<file path="src/sv/rect_line_clip_outcode_macros.svh">
// Assertion macros for the line clipper.
// Included by the modules that check their own logic.
`ifndef RECT_LINE_CLIP_OUTCODE_MACROS_SVH
`define RECT_LINE_CLIP_OUTCODE_MACROS_SVH
`ifndef SYNTHESIS
`define RLC_ASSERT(label, clk, rst_n, prop, msg) \
  label: assert property (@(posedge clk) disable iff (!rst_n) prop) else $error(msg);
`define RLC_ASSERT_ALWAYS(label, clk, prop, msg) \
  label: assert property (@(posedge clk) prop) else $error(msg);
`else
`define RLC_ASSERT(label, clk, rst_n, prop, msg)
`define RLC_ASSERT_ALWAYS(label, clk, prop, msg)
`endif
`endif

</file>
<file path="src/sv/rlc_pkg.sv">
// Shared types and constants for the line clipper.
// No dependencies.
`timescale 1ns / 1ps
package rlc_pkg;
  localparam logic [3:0] CODE_U = 4'b0001;
  localparam logic [3:0] CODE_D = 4'b0010;
  localparam logic [3:0] CODE_R = 4'b0100;
  localparam logic [3:0] CODE_L = 4'b1000;
  localparam int unsigned MAX_PASSES = 16;
  localparam logic [1:0] REG_XMIN = 2'd0;
  localparam logic [1:0] REG_XMAX = 2'd1;
  localparam logic [1:0] REG_YMIN = 2'd2;
  localparam logic [1:0] REG_YMAX = 2'd3;
  // Divider and multiplier status toward the controller.
  typedef struct packed {
    logic busy;
    logic done;
  } div_stat_t;
endpackage

</file>
<file path="src/sv/rlc_div.sv">
// Bit-serial restoring divider: one quotient bit per cycle.
// Depends on rlc_pkg.
`timescale 1ns / 1ps
`include "rect_line_clip_outcode_macros.svh"
module rlc_div
  import rlc_pkg::*;
#(
  parameter int unsigned NW = 34,
  parameter int unsigned DW = 17
) (
  input  logic          clk_i,
  input  logic          rst_ni,
  input  logic          go_i,
  input  logic [NW-1:0] num_i,
  input  logic [DW-1:0] den_i,
  output div_stat_t     stat_o,
  output logic [NW-1:0] quo_o
);
  localparam int unsigned CW = $clog2(NW + 1);
  logic [NW-1:0] quo_q, quo_d;
  logic [DW-1:0] rem_q, rem_d;
  logic [DW-1:0] den_q;
  logic [CW-1:0] cnt_q, cnt_d;
  logic          busy_q, busy_d, done_q, done_d;
  logic [DW:0]   trial;

  // Shift one numerator bit into the remainder, try subtracting.
  always_comb begin
    trial  = {rem_q, quo_q[NW-1]} - {1'b0, den_q};
    quo_d  = quo_q;
    rem_d  = rem_q;
    cnt_d  = cnt_q;
    busy_d = busy_q;
    done_d = 1'b0;
    if (go_i) begin
      quo_d  = num_i;
      rem_d  = '0;
      cnt_d  = CW'(NW);
      busy_d = 1'b1;
    end else if (busy_q) begin
      if (trial[DW]) begin
        rem_d = {rem_q[DW-2:0], quo_q[NW-1]};
        quo_d = {quo_q[NW-2:0], 1'b0};
      end else begin
        rem_d = trial[DW-1:0];
        quo_d = {quo_q[NW-2:0], 1'b1};
      end
      cnt_d = cnt_q - 1'b1;
      if (cnt_q == CW'(1)) begin
        busy_d = 1'b0;
        done_d = 1'b1;
      end
    end
  end

  always_ff @(posedge clk_i or negedge rst_ni) begin
    if (!rst_ni) begin
      busy_q <= 1'b0;
      done_q <= 1'b0;
      cnt_q  <= '0;
    end else begin
      busy_q <= busy_d;
      done_q <= done_d;
      cnt_q  <= cnt_d;
    end
  end

  always_ff @(posedge clk_i) begin
    quo_q <= quo_d;
    rem_q <= rem_d;
    if (go_i) den_q <= den_i;
  end

  assign stat_o.busy = busy_q;
  assign stat_o.done = done_q;
  assign quo_o       = quo_q;

  `RLC_ASSERT(a_done_after_busy, clk_i, rst_ni, done_q |-> $past(busy_q), "done without busy")
  `RLC_ASSERT(a_no_busy_done, clk_i, rst_ni, !(busy_q && done_q), "busy and done together")
  `RLC_ASSERT(a_go_idle, clk_i, rst_ni, go_i |-> !busy_q, "start while busy")
endmodule

</file>
<file path="src/sv/rlc_mul.sv">
// Shift-add multiplier: one multiplier bit per cycle.
// Depends on rlc_pkg.
`timescale 1ns / 1ps
`include "rect_line_clip_outcode_macros.svh"
module rlc_mul
  import rlc_pkg::*;
#(
  parameter int unsigned AW = 17
) (
  input  logic            clk_i,
  input  logic            rst_ni,
  input  logic            go_i,
  input  logic [AW-1:0]   a_i,
  input  logic [AW-1:0]   b_i,
  output div_stat_t       stat_o,
  output logic [2*AW-1:0] prod_o
);
  localparam int unsigned CW = $clog2(AW + 1);
  logic [2*AW-1:0] acc_q, mcd_q;
  logic [AW-1:0]   mpr_q;
  logic [CW-1:0]   cnt_q;
  logic            busy_q, done_q;

  always_ff @(posedge clk_i or negedge rst_ni) begin
    if (!rst_ni) begin
      busy_q <= 1'b0;
      done_q <= 1'b0;
      cnt_q  <= '0;
    end else begin
      done_q <= 1'b0;
      if (go_i) begin
        busy_q <= 1'b1;
        cnt_q  <= CW'(AW);
      end else if (busy_q) begin
        cnt_q <= cnt_q - 1'b1;
        if (cnt_q == CW'(1)) begin
          busy_q <= 1'b0;
          done_q <= 1'b1;
        end
      end
    end
  end

  // Add the shifted multiplicand when the low multiplier bit is set.
  always_ff @(posedge clk_i) begin
    if (go_i) begin
      acc_q <= '0;
      mcd_q <= {{AW{1'b0}}, a_i};
      mpr_q <= b_i;
    end else if (busy_q) begin
      if (mpr_q[0]) acc_q <= acc_q + mcd_q;
      mcd_q <= {mcd_q[2*AW-2:0], 1'b0};
      mpr_q <= {1'b0, mpr_q[AW-1:1]};
    end
  end

  assign stat_o.busy = busy_q;
  assign stat_o.done = done_q;
  assign prod_o      = acc_q;

  `RLC_ASSERT(a_mdone_after_busy, clk_i, rst_ni, done_q |-> $past(busy_q), "done without busy")
  `RLC_ASSERT(a_mno_overlap, clk_i, rst_ni, !(busy_q && done_q), "busy and done together")
  `RLC_ASSERT(a_mgo_idle, clk_i, rst_ni, go_i |-> !busy_q, "start while busy")
endmodule

</file>
<file path="src/sv/rect_line_clip_outcode.sv">
// From accept to strobe: up to MAX_PASSES clip passes, each clipping pass a bit-serial multiply
// then a bit-serial divide.
// Throughput: one segment at a time; busy_o is high from accept through the
// strobe, so the next start is taken the cycle after the strobe.
// The result strobe lasts one cycle; the receiver cannot stall.
// Reset: asynchronous, active low; window bounds return to full range.
`timescale 1ns / 1ps
`include "rect_line_clip_outcode_macros.svh"
module rect_line_clip_outcode
  import rlc_pkg::*;
#(
  parameter int unsigned COORD_WIDTH = 16
) (
  input  logic                          clk_i,
  input  logic                          rst_ni,
  input  logic                          psel,
  input  logic                          penable,
  input  logic                          pwrite,
  input  logic [3:0]                    paddr,
  input  logic [31:0]                   pwdata,
  output logic [31:0]                   prdata,
  output logic                          pready,
  input  logic                          start_i,
  output logic                          busy_o,
  input  logic signed [COORD_WIDTH-1:0] start_x_i,
  input  logic signed [COORD_WIDTH-1:0] start_y_i,
  input  logic signed [COORD_WIDTH-1:0] end_x_i,
  input  logic signed [COORD_WIDTH-1:0] end_y_i,
  output logic                          done_o,
  output logic                          verdict_o,
  output logic signed [COORD_WIDTH-1:0] clip_ax_o,
  output logic signed [COORD_WIDTH-1:0] clip_ay_o,
  output logic signed [COORD_WIDTH-1:0] clip_bx_o,
  output logic signed [COORD_WIDTH-1:0] clip_by_o
);
  localparam int unsigned W  = COORD_WIDTH;
  localparam int unsigned EW = W + 1;
  localparam int unsigned PW = 2 * EW;
  localparam int unsigned PC = $clog2(MAX_PASSES + 1);

  typedef enum logic [4:0] {
    ST_IDLE = 5'b00001,
    ST_TEST = 5'b00010,
    ST_MUL  = 5'b00100,
    ST_DIV  = 5'b01000,
    ST_OUT  = 5'b10000
  } state_e;

  state_e state_q, state_d;
  logic signed [W-1:0] xmin_q, xmax_q, ymin_q, ymax_q;
  logic signed [W-1:0] x1_q, y1_q, x2_q, y2_q;
  logic signed [W-1:0] xl, xh, yl, yh;
  logic [PC-1:0]       pass_q;
  logic                rej_q, neg_q, axis_y_q;
  logic signed [W-1:0] edge_q;
  logic signed [EW-1:0] base_q;
  logic [EW-1:0]       ud_q, un_q, udn_q;
  logic [3:0]          c1, c2;
  logic                wr;

  // Register file.
  assign pready = 1'b1;
  assign wr     = psel && penable && pwrite;
  always_ff @(posedge clk_i or negedge rst_ni) begin
    if (!rst_ni) begin
      xmin_q <= {1'b1, {(W-1){1'b0}}};
      xmax_q <= {1'b0, {(W-1){1'b1}}};
      ymin_q <= {1'b1, {(W-1){1'b0}}};
      ymax_q <= {1'b0, {(W-1){1'b1}}};
    end else if (wr) begin
      case (paddr[3:2])
        REG_XMIN: xmin_q <= pwdata[W-1:0];
        REG_XMAX: xmax_q <= pwdata[W-1:0];
        REG_YMIN: ymin_q <= pwdata[W-1:0];
        REG_YMAX: ymax_q <= pwdata[W-1:0];
        default:  ;
      endcase
    end
  end
  always_comb begin
    case (paddr[3:2])
      REG_XMIN: prdata = 32'(signed'(xmin_q));
      REG_XMAX: prdata = 32'(signed'(xmax_q));
      REG_YMIN: prdata = 32'(signed'(ymin_q));
      REG_YMAX: prdata = 32'(signed'(ymax_q));
      default:  prdata = '0;
    endcase
  end

  // Ordered bounds.
  assign xl = (xmin_q < xmax_q) ? xmin_q : xmax_q;
  assign xh = (xmin_q < xmax_q) ? xmax_q : xmin_q;
  assign yl = (ymin_q < ymax_q) ? ymin_q : ymax_q;
  assign yh = (ymin_q < ymax_q) ? ymax_q : ymin_q;

  function automatic logic [3:0] ocode(logic signed [W-1:0] x, logic signed [W-1:0] y,
      logic signed [W-1:0] l_x, logic signed [W-1:0] h_x,
      logic signed [W-1:0] l_y, logic signed [W-1:0] h_y);
    logic [3:0] c;
    c = '0;
    if (y < l_y) c |= CODE_U;
    if (y > h_y) c |= CODE_D;
    if (x > h_x) c |= CODE_R;
    if (x < l_x) c |= CODE_L;
    return c;
  endfunction

  assign c1 = ocode(x1_q, y1_q, xl, xh, yl, yh);
  assign c2 = ocode(x2_q, y2_q, xl, xh, yl, yh);

  // Serial arithmetic units; the multiplier starts once its operands are registered.
  div_stat_t        mst, dst;
  logic             mgo, mgo_q, dgo;
  logic [PW-1:0]    prod, quo;

  rlc_mul #(.AW(EW)) u_mul (
    .clk_i, .rst_ni, .go_i(mgo_q), .a_i(ud_q), .b_i(un_q), .stat_o(mst), .prod_o(prod)
  );
  rlc_div #(.NW(PW), .DW(EW)) u_div (
    .clk_i, .rst_ni, .go_i(dgo), .num_i(prod), .den_i(udn_q), .stat_o(dst), .quo_o(quo)
  );

  // Swap-aware view of the endpoints for this pass.
  logic signed [W-1:0] ax, ay, bx, by;
  logic [3:0]          ca;
  logic signed [EW-1:0] d, n, dn;
  logic                sel_y, act;
  logic signed [W-1:0] edg;
  always_comb begin
    if (c1 == '0) begin
      ax = x2_q; ay = y2_q; bx = x1_q; by = y1_q; ca = c2;
    end else begin
      ax = x1_q; ay = y1_q; bx = x2_q; by = y2_q; ca = c1;
    end
    act   = 1'b1;
    sel_y = 1'b1;
    edg   = yl;
    if ((ca & CODE_U) != '0 && by != ay) begin
      edg = yl;
    end else if ((ca & CODE_D) != '0 && by != ay) begin
      edg = yh;
    end else if ((ca & CODE_R) != '0 && bx != ax) begin
      sel_y = 1'b0; edg = xh;
    end else if ((ca & CODE_L) != '0 && bx != ax) begin
      sel_y = 1'b0; edg = xl;
    end else begin
      act = 1'b0;
    end
    if (sel_y) begin
      d  = EW'(bx) - EW'(ax);
      n  = EW'(edg) - EW'(ay);
      dn = EW'(by) - EW'(ay);
    end else begin
      d  = EW'(by) - EW'(ay);
      n  = EW'(edg) - EW'(ax);
      dn = EW'(bx) - EW'(ax);
    end
  end

  logic signed [PW:0]  lr;
  logic signed [W-1:0] newc;
  assign lr   = neg_q ? ((PW+1)'(base_q) - (PW+1)'(quo)) : ((PW+1)'(base_q) + (PW+1)'(quo));
  assign newc = lr[W-1:0];

  logic [PC-1:0] pass_d;
  always_comb begin
    state_d = state_q;
    pass_d  = pass_q;
    mgo = 1'b0;
    dgo = 1'b0;
    case (state_q)
      ST_IDLE: if (start_i) state_d = ST_TEST;
      ST_TEST: begin
        if ((c1 & c2) != '0 || pass_q == PC'(MAX_PASSES)) state_d = ST_OUT;
        else if (c1 == '0 && c2 == '0) state_d = ST_OUT;
        else if (!act) pass_d = pass_q + 1'b1;
        else begin
          state_d = ST_MUL;
          mgo     = 1'b1;
        end
      end
      ST_MUL: if (mst.done) begin
        state_d = ST_DIV;
        dgo     = 1'b1;
      end
      ST_DIV: if (dst.done) begin
        state_d = ST_TEST;
        pass_d  = pass_q + 1'b1;
      end
      ST_OUT:  state_d = ST_IDLE;
      default: state_d = ST_IDLE;
    endcase
  end

  always_ff @(posedge clk_i or negedge rst_ni) begin
    if (!rst_ni) begin
      state_q <= ST_IDLE;
      pass_q  <= '0;
      rej_q   <= 1'b0;
      mgo_q   <= 1'b0;
    end else begin
      state_q <= state_d;
      pass_q  <= (state_q == ST_IDLE) ? '0 : pass_d;
      mgo_q   <= mgo;
      // pass limit reached counts as reject
      if (state_q == ST_TEST) begin
        rej_q <= (pass_q == PC'(MAX_PASSES)) || !(c1 == '0 && c2 == '0);
      end
    end
  end

  // Endpoint datapath.
  always_ff @(posedge clk_i) begin
    if (state_q == ST_IDLE && start_i) begin
      x1_q <= start_x_i; y1_q <= start_y_i; x2_q <= end_x_i; y2_q <= end_y_i;
    end else if (state_q == ST_TEST && (c1 & c2) == '0 && (c1 != '0 || c2 != '0)) begin
      x1_q <= ax; y1_q <= ay; x2_q <= bx; y2_q <= by;
      ud_q   <= d[EW-1] ? EW'(-d) : d;
      un_q   <= n[EW-1] ? EW'(-n) : n;
      udn_q  <= dn[EW-1] ? EW'(-dn) : dn;
      neg_q  <= d[EW-1] ^ n[EW-1] ^ dn[EW-1];
      axis_y_q <= sel_y;
      edge_q <= edg;
      base_q <= sel_y ? EW'(ax) : EW'(ay);
    end else if (state_q == ST_DIV && dst.done) begin
      if (axis_y_q) begin
        x1_q <= newc; y1_q <= edge_q;
      end else begin
        y1_q <= newc; x1_q <= edge_q;
      end
    end
  end

  assign busy_o    = (state_q != ST_IDLE);
  assign done_o    = (state_q == ST_OUT);
  assign verdict_o = rej_q;
  assign clip_ax_o = rej_q ? '0 : x1_q;
  assign clip_ay_o = rej_q ? '0 : y1_q;
  assign clip_bx_o = rej_q ? '0 : x2_q;
  assign clip_by_o = rej_q ? '0 : y2_q;

  `RLC_ASSERT(a_out_one_cycle, clk_i, rst_ni, done_o |=> !done_o, "strobe longer than one cycle")
  `RLC_ASSERT(a_out_from_test, clk_i, rst_ni, done_o |-> $past(state_q == ST_TEST), "strobe not after test")
  `RLC_ASSERT(a_div_after_mul, clk_i, rst_ni, dgo |-> mst.done, "divide without product")
  `RLC_ASSERT_ALWAYS(a_onehot, clk_i, $onehot(state_q) || !rst_ni, "state not one-hot")
endmodule

</file>
<file path="config.mk">
export PLATFORM = sky130hd
export DESIGN_NAME = rect_line_clip_outcode
export DESIGN_NICKNAME = d
export VERILOG_FILES = /design/src/sv/rlc_pkg.sv /design/src/sv/rlc_div.sv /design/src/sv/rlc_mul.sv /design/src/sv/rect_line_clip_outcode.sv
export VERILOG_INCLUDE_DIRS = /design/src /design/src/sv
export SDC_FILE = /design/constraint.sdc
export NUM_CORES = 1
export LEC_CHECK = 0
export BUFFER_PORTS_ARGS = -buffer_cell sky130_fd_sc_hd__buf_4
export CORE_UTILIZATION = 45
export DETAILED_ROUTE_END_ITERATION = 12
export GPL_TIMING_DRIVEN = 1
export SLEW_MARGIN = 20
export SYNTH_ARGS = -nofsm -noshare
export SYNTH_HDL_FRONTEND = slang
export SYNTH_SLANG_ARGS = --single-unit
</file>
<file path="constraint.sdc">
create_clock -name clk_i -period 27.5 [get_ports clk_i]
set_clock_uncertainty 0.15 [all_clocks]
set_input_delay 5.5 -clock clk_i [delete_from_list [all_inputs] [get_ports clk_i]]
set_output_delay 5.5 -clock clk_i [all_outputs]
set_load 0.005 [all_outputs]
</file>
==> results_dict.tcl, run 1 <==
set metrics [dict create \
    path_max_fanout 49 \
    h-tree-depth 2 \
    drive_above_1_share_pct 14.5 \
    hold_buffers 0 \
    clock_path_buffers 3 \
    wirelength_mm 105 \
    firstDrtPassIters 6 \
    root_buffer "clkbuf_16" \
    fin_tns_setup_ps 0 \
    synthArstFlopShare_pct 23.2 \
    fin_crit_sh_pct 47.7 \
    synthCells 3596 \
    nNetsFinal 4023 \
    dieArea_sq_um 70400 \
    finalSetupViolations 0 \
    rrSetupSlack_ps 14370 \
    synthesis.nets 3945 \
    postSynthAreaPerCell_sq_um 8.68 \
    synth-main-ff-cell "edfxtp_1" \
    cpPeakStageDelay_ps 950 \
    ys_seq_area_share_pct 34.3 \
    grt_pass1_wl_mm 158 \
    die_y_microns 265 \
    grt_max_degree 81 \
    hp-class "reg -> reg" \
    chipWidth_microns 265 \
    relSlewSlack_pct 21.7 \
    cp-start-kind "flop" \
    drt_iter0_drc 2661 \
    ys_types 113 \
    ioPinCount 206 \
    maxSlewViolCount 0 \
    critPathSlowestCell "o21ai_0" \
    numCtsBuffers 47 \
    grtUsageTotal_pct 29.5 \
    syn_to_final_growth_pct 12.2 \
    rsz0062_at_grt "no" \
    via_per_inst 5.89 \
    core_sq_um 68600 \
    antenna_cells 0 \
    ant_nets 0 \
    clkTransAtPathRegs_ps 60 \
    postCtsSetupBuffers 0 \
    worstPathArrival_ps 13320 \
    synth_edf_count 234 \
    io_buffers 186 \
    dp_hpwl_mm 78.0 \
    clkSinkCount 393 \
    syn-cell-area_sq_um 31200 \
    status "completed" \
    maxCapViolCount 0 \
    period_needed_ps 13130 \
    grt_pass1_vias 25600 \
    grt_overflow 0 \
    synth_top_area_share_pct 22.5 \
    synth_seq_cells 393 \
    clk_latency_ps 620 \
    wl_per_cell_microns 22.7 \
    ys_warn_count 0 \
    critPathKind "reg -> reg" \
    antenna_found_initial 0 \
    hold_violations 0 \
    routabilityCongestion 0.972 \
    worst_pin_slew_ps 1160 \
    fmax_ghz 0.0762 \
    cts_tree "yes" \
    cts.repair.resized 0 \
    rows 96 \
    num_vias 27400 \
    critPathRequiredTime_ps 27690 \
    synth_top_cell_by_area "edfxtp_1" \
    drc 0 \
    start_util_pct 45.5 \
    endpoint_kind "flop" \
    synthTopCellsByArea "edfxtp_1 (23%), ha_1 (9.6%), nand2_1 (6.2%), dfrtp_1 (4.6%), nor2_1 (4.4%)" \
]
-- cell type report --
class,count,area (sq um)
sequential,393,10700
timing repair buffer,244,1830
tap,931,1160
clock inverter,37,465
multi-input combinational,2819,19000
inverter,169,636
clock buffer,51,1200
fill,6521,33500
-- registers in the layout, indices dropped and copies added (netlist names), 17 cells and up --
register and cells:
u_mul.prod_o 34, udn_q 17, u_div.den_q 17, u_div.rem_q 17, u_mul.mcd_q 34, u_div.quo_o 34
u_mul.mpr_q 17, ud_q 17, un_q 17
-- metrics by stage --
step	std cells	setup slack (ps)	utilization, %	hold WS (ps)	instance area, sq um
floorplan	3596	14510	-	250	31200
global placement	4556	14680	48.7	251	33400
detailed placement	4556	14630	48.7	255	33400
CTS	4644	14570	51.1	250	35000
global route	4644	13480	51.1	252	35000
finish	4644	14370	51.1	244	35000
-- final timing paths --
| kind | startpoint | end | cells after the start |
|---|---|---|---|
| worst max-delay path | xmax_q[15] | un_q[4] | 45 |
| worst min-delay path | udn_q[15] | u_div.den_q[15] | 0 |
| worst max register to register | xmax_q[15] | un_q[4] | 45 |
| worst min register to register | udn_q[15] | u_div.den_q[15] | 0 |
| max in group asynchronous | rst_ni | verdict_o | 2 |
| min in group asynchronous | rst_ni | u_mul.cnt_q[3] | 1 |
-- Yosys cell counts, types with 25 or more instances --
cell type,number
nand2_1,513
nor2_1,365
a21oi_1,246
ha_1,239
edfxtp_1,234
inv_1,162
clkbuf_1,155
o21ai_0,154
mux2i_1,133
xnor2_1,120
mux2_2,98
nand3_1,73
nor2b_1,73
dfxtp_1,68
a31oi_1,65
dfrtp_1,58
a21o_1,56
nand2b_1,53
xor2_1,46
nor3_1,44
o221ai_1,36
dfstp_2,33
buf_1,32
nand4_1,31
a211oi_1,29
a21boi_0,27
and3_1,27
maj3_1,25
o211ai_1,25
-- critical path: cells and delay by family, from the launching register on --
family	cells	cell delay (ps)
AND/OR/NAND/NOR	14	3190
buffers and inverters	5	1540
multiplexers	1	650
XOR/XNOR	1	180
adder cells (fa/ha/maj)	4	1640
AO/OA/AOI/OAI	20	5040
flip-flops	1	400
-- cell families (layout without fill, tap and decap cells) --
logic type	count (synthesis)	count (layout)	synth area share, %
AOI/OAI and AO/OA	827	827	17.2
xor gates and xnor gates	166	166	4.66
adders and majority gates	268	268	10.6
buffers and inverters	384	501	4.91
DFF	393	393	34.3
muxes	249	249	9.03
other	1	1	0.0120
and+or+nand+nor	1308	1308	19.3
-- layout by cell type (no fill, tap or decap), drive strengths merged, types with 16 or more instances in the layout --
cell	n
mux2i	133
a211oi	30
mux4	16
and3	27
clkinv	26
nor3	47
o211ai	26
nand2b	53
o221ai	36
nor2	366
maj3	25
o31ai	20
a31oi	66
nand3	75
nor2b	73
xor2	46
clkbuf	51
o21a	18
buf	244
dfxtp	68
inv	168
nand2	513
dfstp	33
or3	24
ha	239
and2	17
a21boi	29
nand4	32
xnor2	120
a21oi	247
dfrtp	58
mux2	100
o21ai	169
a21o	56
o22ai	17
edfxtp	234
-- layer usage --
metal,GRT usage [%],vias up,wire length [microns]
met1,40.1,13000,45900
met4,14.9,0,5860
li1,-,13100,-
met3,3.51,230,7430
met5,0,-,0
met2,46.3,1094,46300
Power of run 1 is left out: the tool's default activity adds up to more than one toggle a clock period on the data nets, which glitch-free logic cannot reach.
==> run 2, diff against run 1 <==
==> constraint.sdc (replaced) <==
create_clock -name clk_i -period 12.3 [get_ports clk_i]
set_clock_uncertainty 0.15 [all_clocks]
set_input_delay 2.46 -clock clk_i [delete_from_list [all_inputs] [get_ports clk_i]]
set_output_delay 2.46 -clock clk_i [all_outputs]
set_load 0.005 [all_outputs]
==> run 2 against run 1 <==
Effect of this change: wire length is 0.27% higher; non-clock buffer count is 12 higher; fmax is 14% higher; core utilization is 0.14 points higher; die area stayed put; critical path depth is 2 higher; sequential share of layout area is 0.082 points lower; register-to-register slack worse by 14000 ps; final cell count is 0.32% higher; final area is 0.27% higher; first-iteration DRC count is 1.9% lower; largest cell class unchanged.
==> results_dict.tcl, run 2 (same netlist as run 1, synthesis figures left out) <==
set metrics [dict create \
    status "completed" \
    finalSetupViolations 0 \
    relSlewSlack_pct 25.5 \
    dieArea_sq_um 70400 \
    clkTransAtPathRegs_ps 60 \
    firstDrtPassIters 6 \
    drc 0 \
    core_sq_um 68600 \
    cts_tree "yes" \
    critPathKind "reg -> reg" \
    whs_ps 263 \
    rows 96 \
    layout_commonest_cell "nand2_1" \
    maxSlewViolCount 0 \
    grt_max_degree 154 \
    numCtsBuffers 47 \
    h-tree-depth 2 \
    via_per_inst 5.88 \
    fin_tns_setup_ps 0 \
    worstPathArrival_ps 11690 \
    grt_pass1_wl_mm 157 \
    grtUsageTotal_pct 29.4 \
    hp-class "reg -> reg" \
    clk_latency_ps 610 \
    ant_nets 0 \
    io_buffers 186 \
    cpPeakStageDelay_ps 680 \
    critPathRequiredTime_ps 12510 \
    worst_pin_slew_ps 1110 \
    cp-start-kind "flop" \
    grt_pass1_vias 25200 \
    fin_crit_sh_pct 93.4 \
    drt_iter0_drc 2610 \
    die_y_microns 265 \
    routabilityCongestion 0.981 \
    cts.repair.resized 0 \
    endpoint_kind "flop" \
    antenna_found_initial 1 \
    clkSinkCount 393 \
    wirelength_mm 106 \
    wl_per_cell_microns 22.7 \
    maxCapViolCount 0 \
    path_max_fanout 17 \
    syn_to_final_growth_pct 12.5 \
    root_buffer "clkbuf_16" \
    critPathSlowestCell "ha_1" \
    drive_above_1_share_pct 14.6 \
    period_needed_ps 11480 \
    chipWidth_microns 265 \
    ioPinCount 206 \
    nNetsFinal 4036 \
    num_vias 27400 \
    worst_path_most_repeated_cell "a21oi_1" \
    hold_violations 0 \
    start_util_pct 45.5 \
    rsz0062_at_grt "no" \
    postCtsSetupBuffers 0 \
    dp_hpwl_mm 78.3 \
    fmax_ghz 0.0871 \
    hold_buffers 0 \
    grt_overflow 0 \
    final_cell_mix "nand2_1 (510), nor2_1 (364), buf_4 (255)" \
    clock_path_buffers 3 \
]
## run 2: stage by stage
stage / cells / setup slack (ps) / utilization [%] / instance area [sq um]
4_1_cts: 4655 / 900 / 51.2 / 35100
3_5_place_dp: 4568 / 980 / 48.8 / 33500
2_1_floorplan: 3596 / 1930 / - / 31200
3_3_place_gp: 4568 / 1070 / 48.8 / 33500
6_report: 4659 / 816 / 51.2 / 35100
5_1_grt: 4656 / 26.8 / 51.2 / 35100
## run 2: worst paths after layout
kind	startpoint	slack, ps	endpoint	cells after the start
setup / recovery	xmax_q[15]	820	un_q[4]	47
hold / removal	udn_q[5]	260	u_div.den_q[5]	0
setup reg to reg	xmax_q[15]	820	un_q[4]	47
hold reg to reg	udn_q[5]	260	u_div.den_q[5]	0
max in group asynchronous	rst_ni	9160	verdict_o	2
min in group asynchronous	rst_ni	1600	u_div.cnt_q[3]	1
## run 2: metal layers
| metal | vias to the layer above | global-route usage (%) | wire length, microns |
|---|---|---|---|
| met2 | 1111 | 46.4 | 47000 |
| met3 | 216 | 4.18 | 8060 |
| met5 | - | 0 | 0 |
| met4 | 0 | 13.9 | 5350 |
| met1 | 13000 | 39.7 | 45400 |
| li1 | 13100 | - | - |
## run 2: cell type report
cell class	count	area [sq um]
fill	6617	33500
multi-input combinational	2820	19000
sequential	393	10700
timing repair buffer	256	1930
clock buffer	55	1230
tap	931	1160
inverter	169	636
clock inverter	32	424
antenna	3	7.51
## run 2: worst max-delay path, delay by kind of cell, from the launching register on
family	cells	cell delay, ps
compound gates	24	5660
mux	1	520
simple gates	14	2600
buf+inv	3	270
flops	1	400
xor+xnor	1	170
fa+ha+maj	4	1460
Power of run 2 is left out for the same reason.
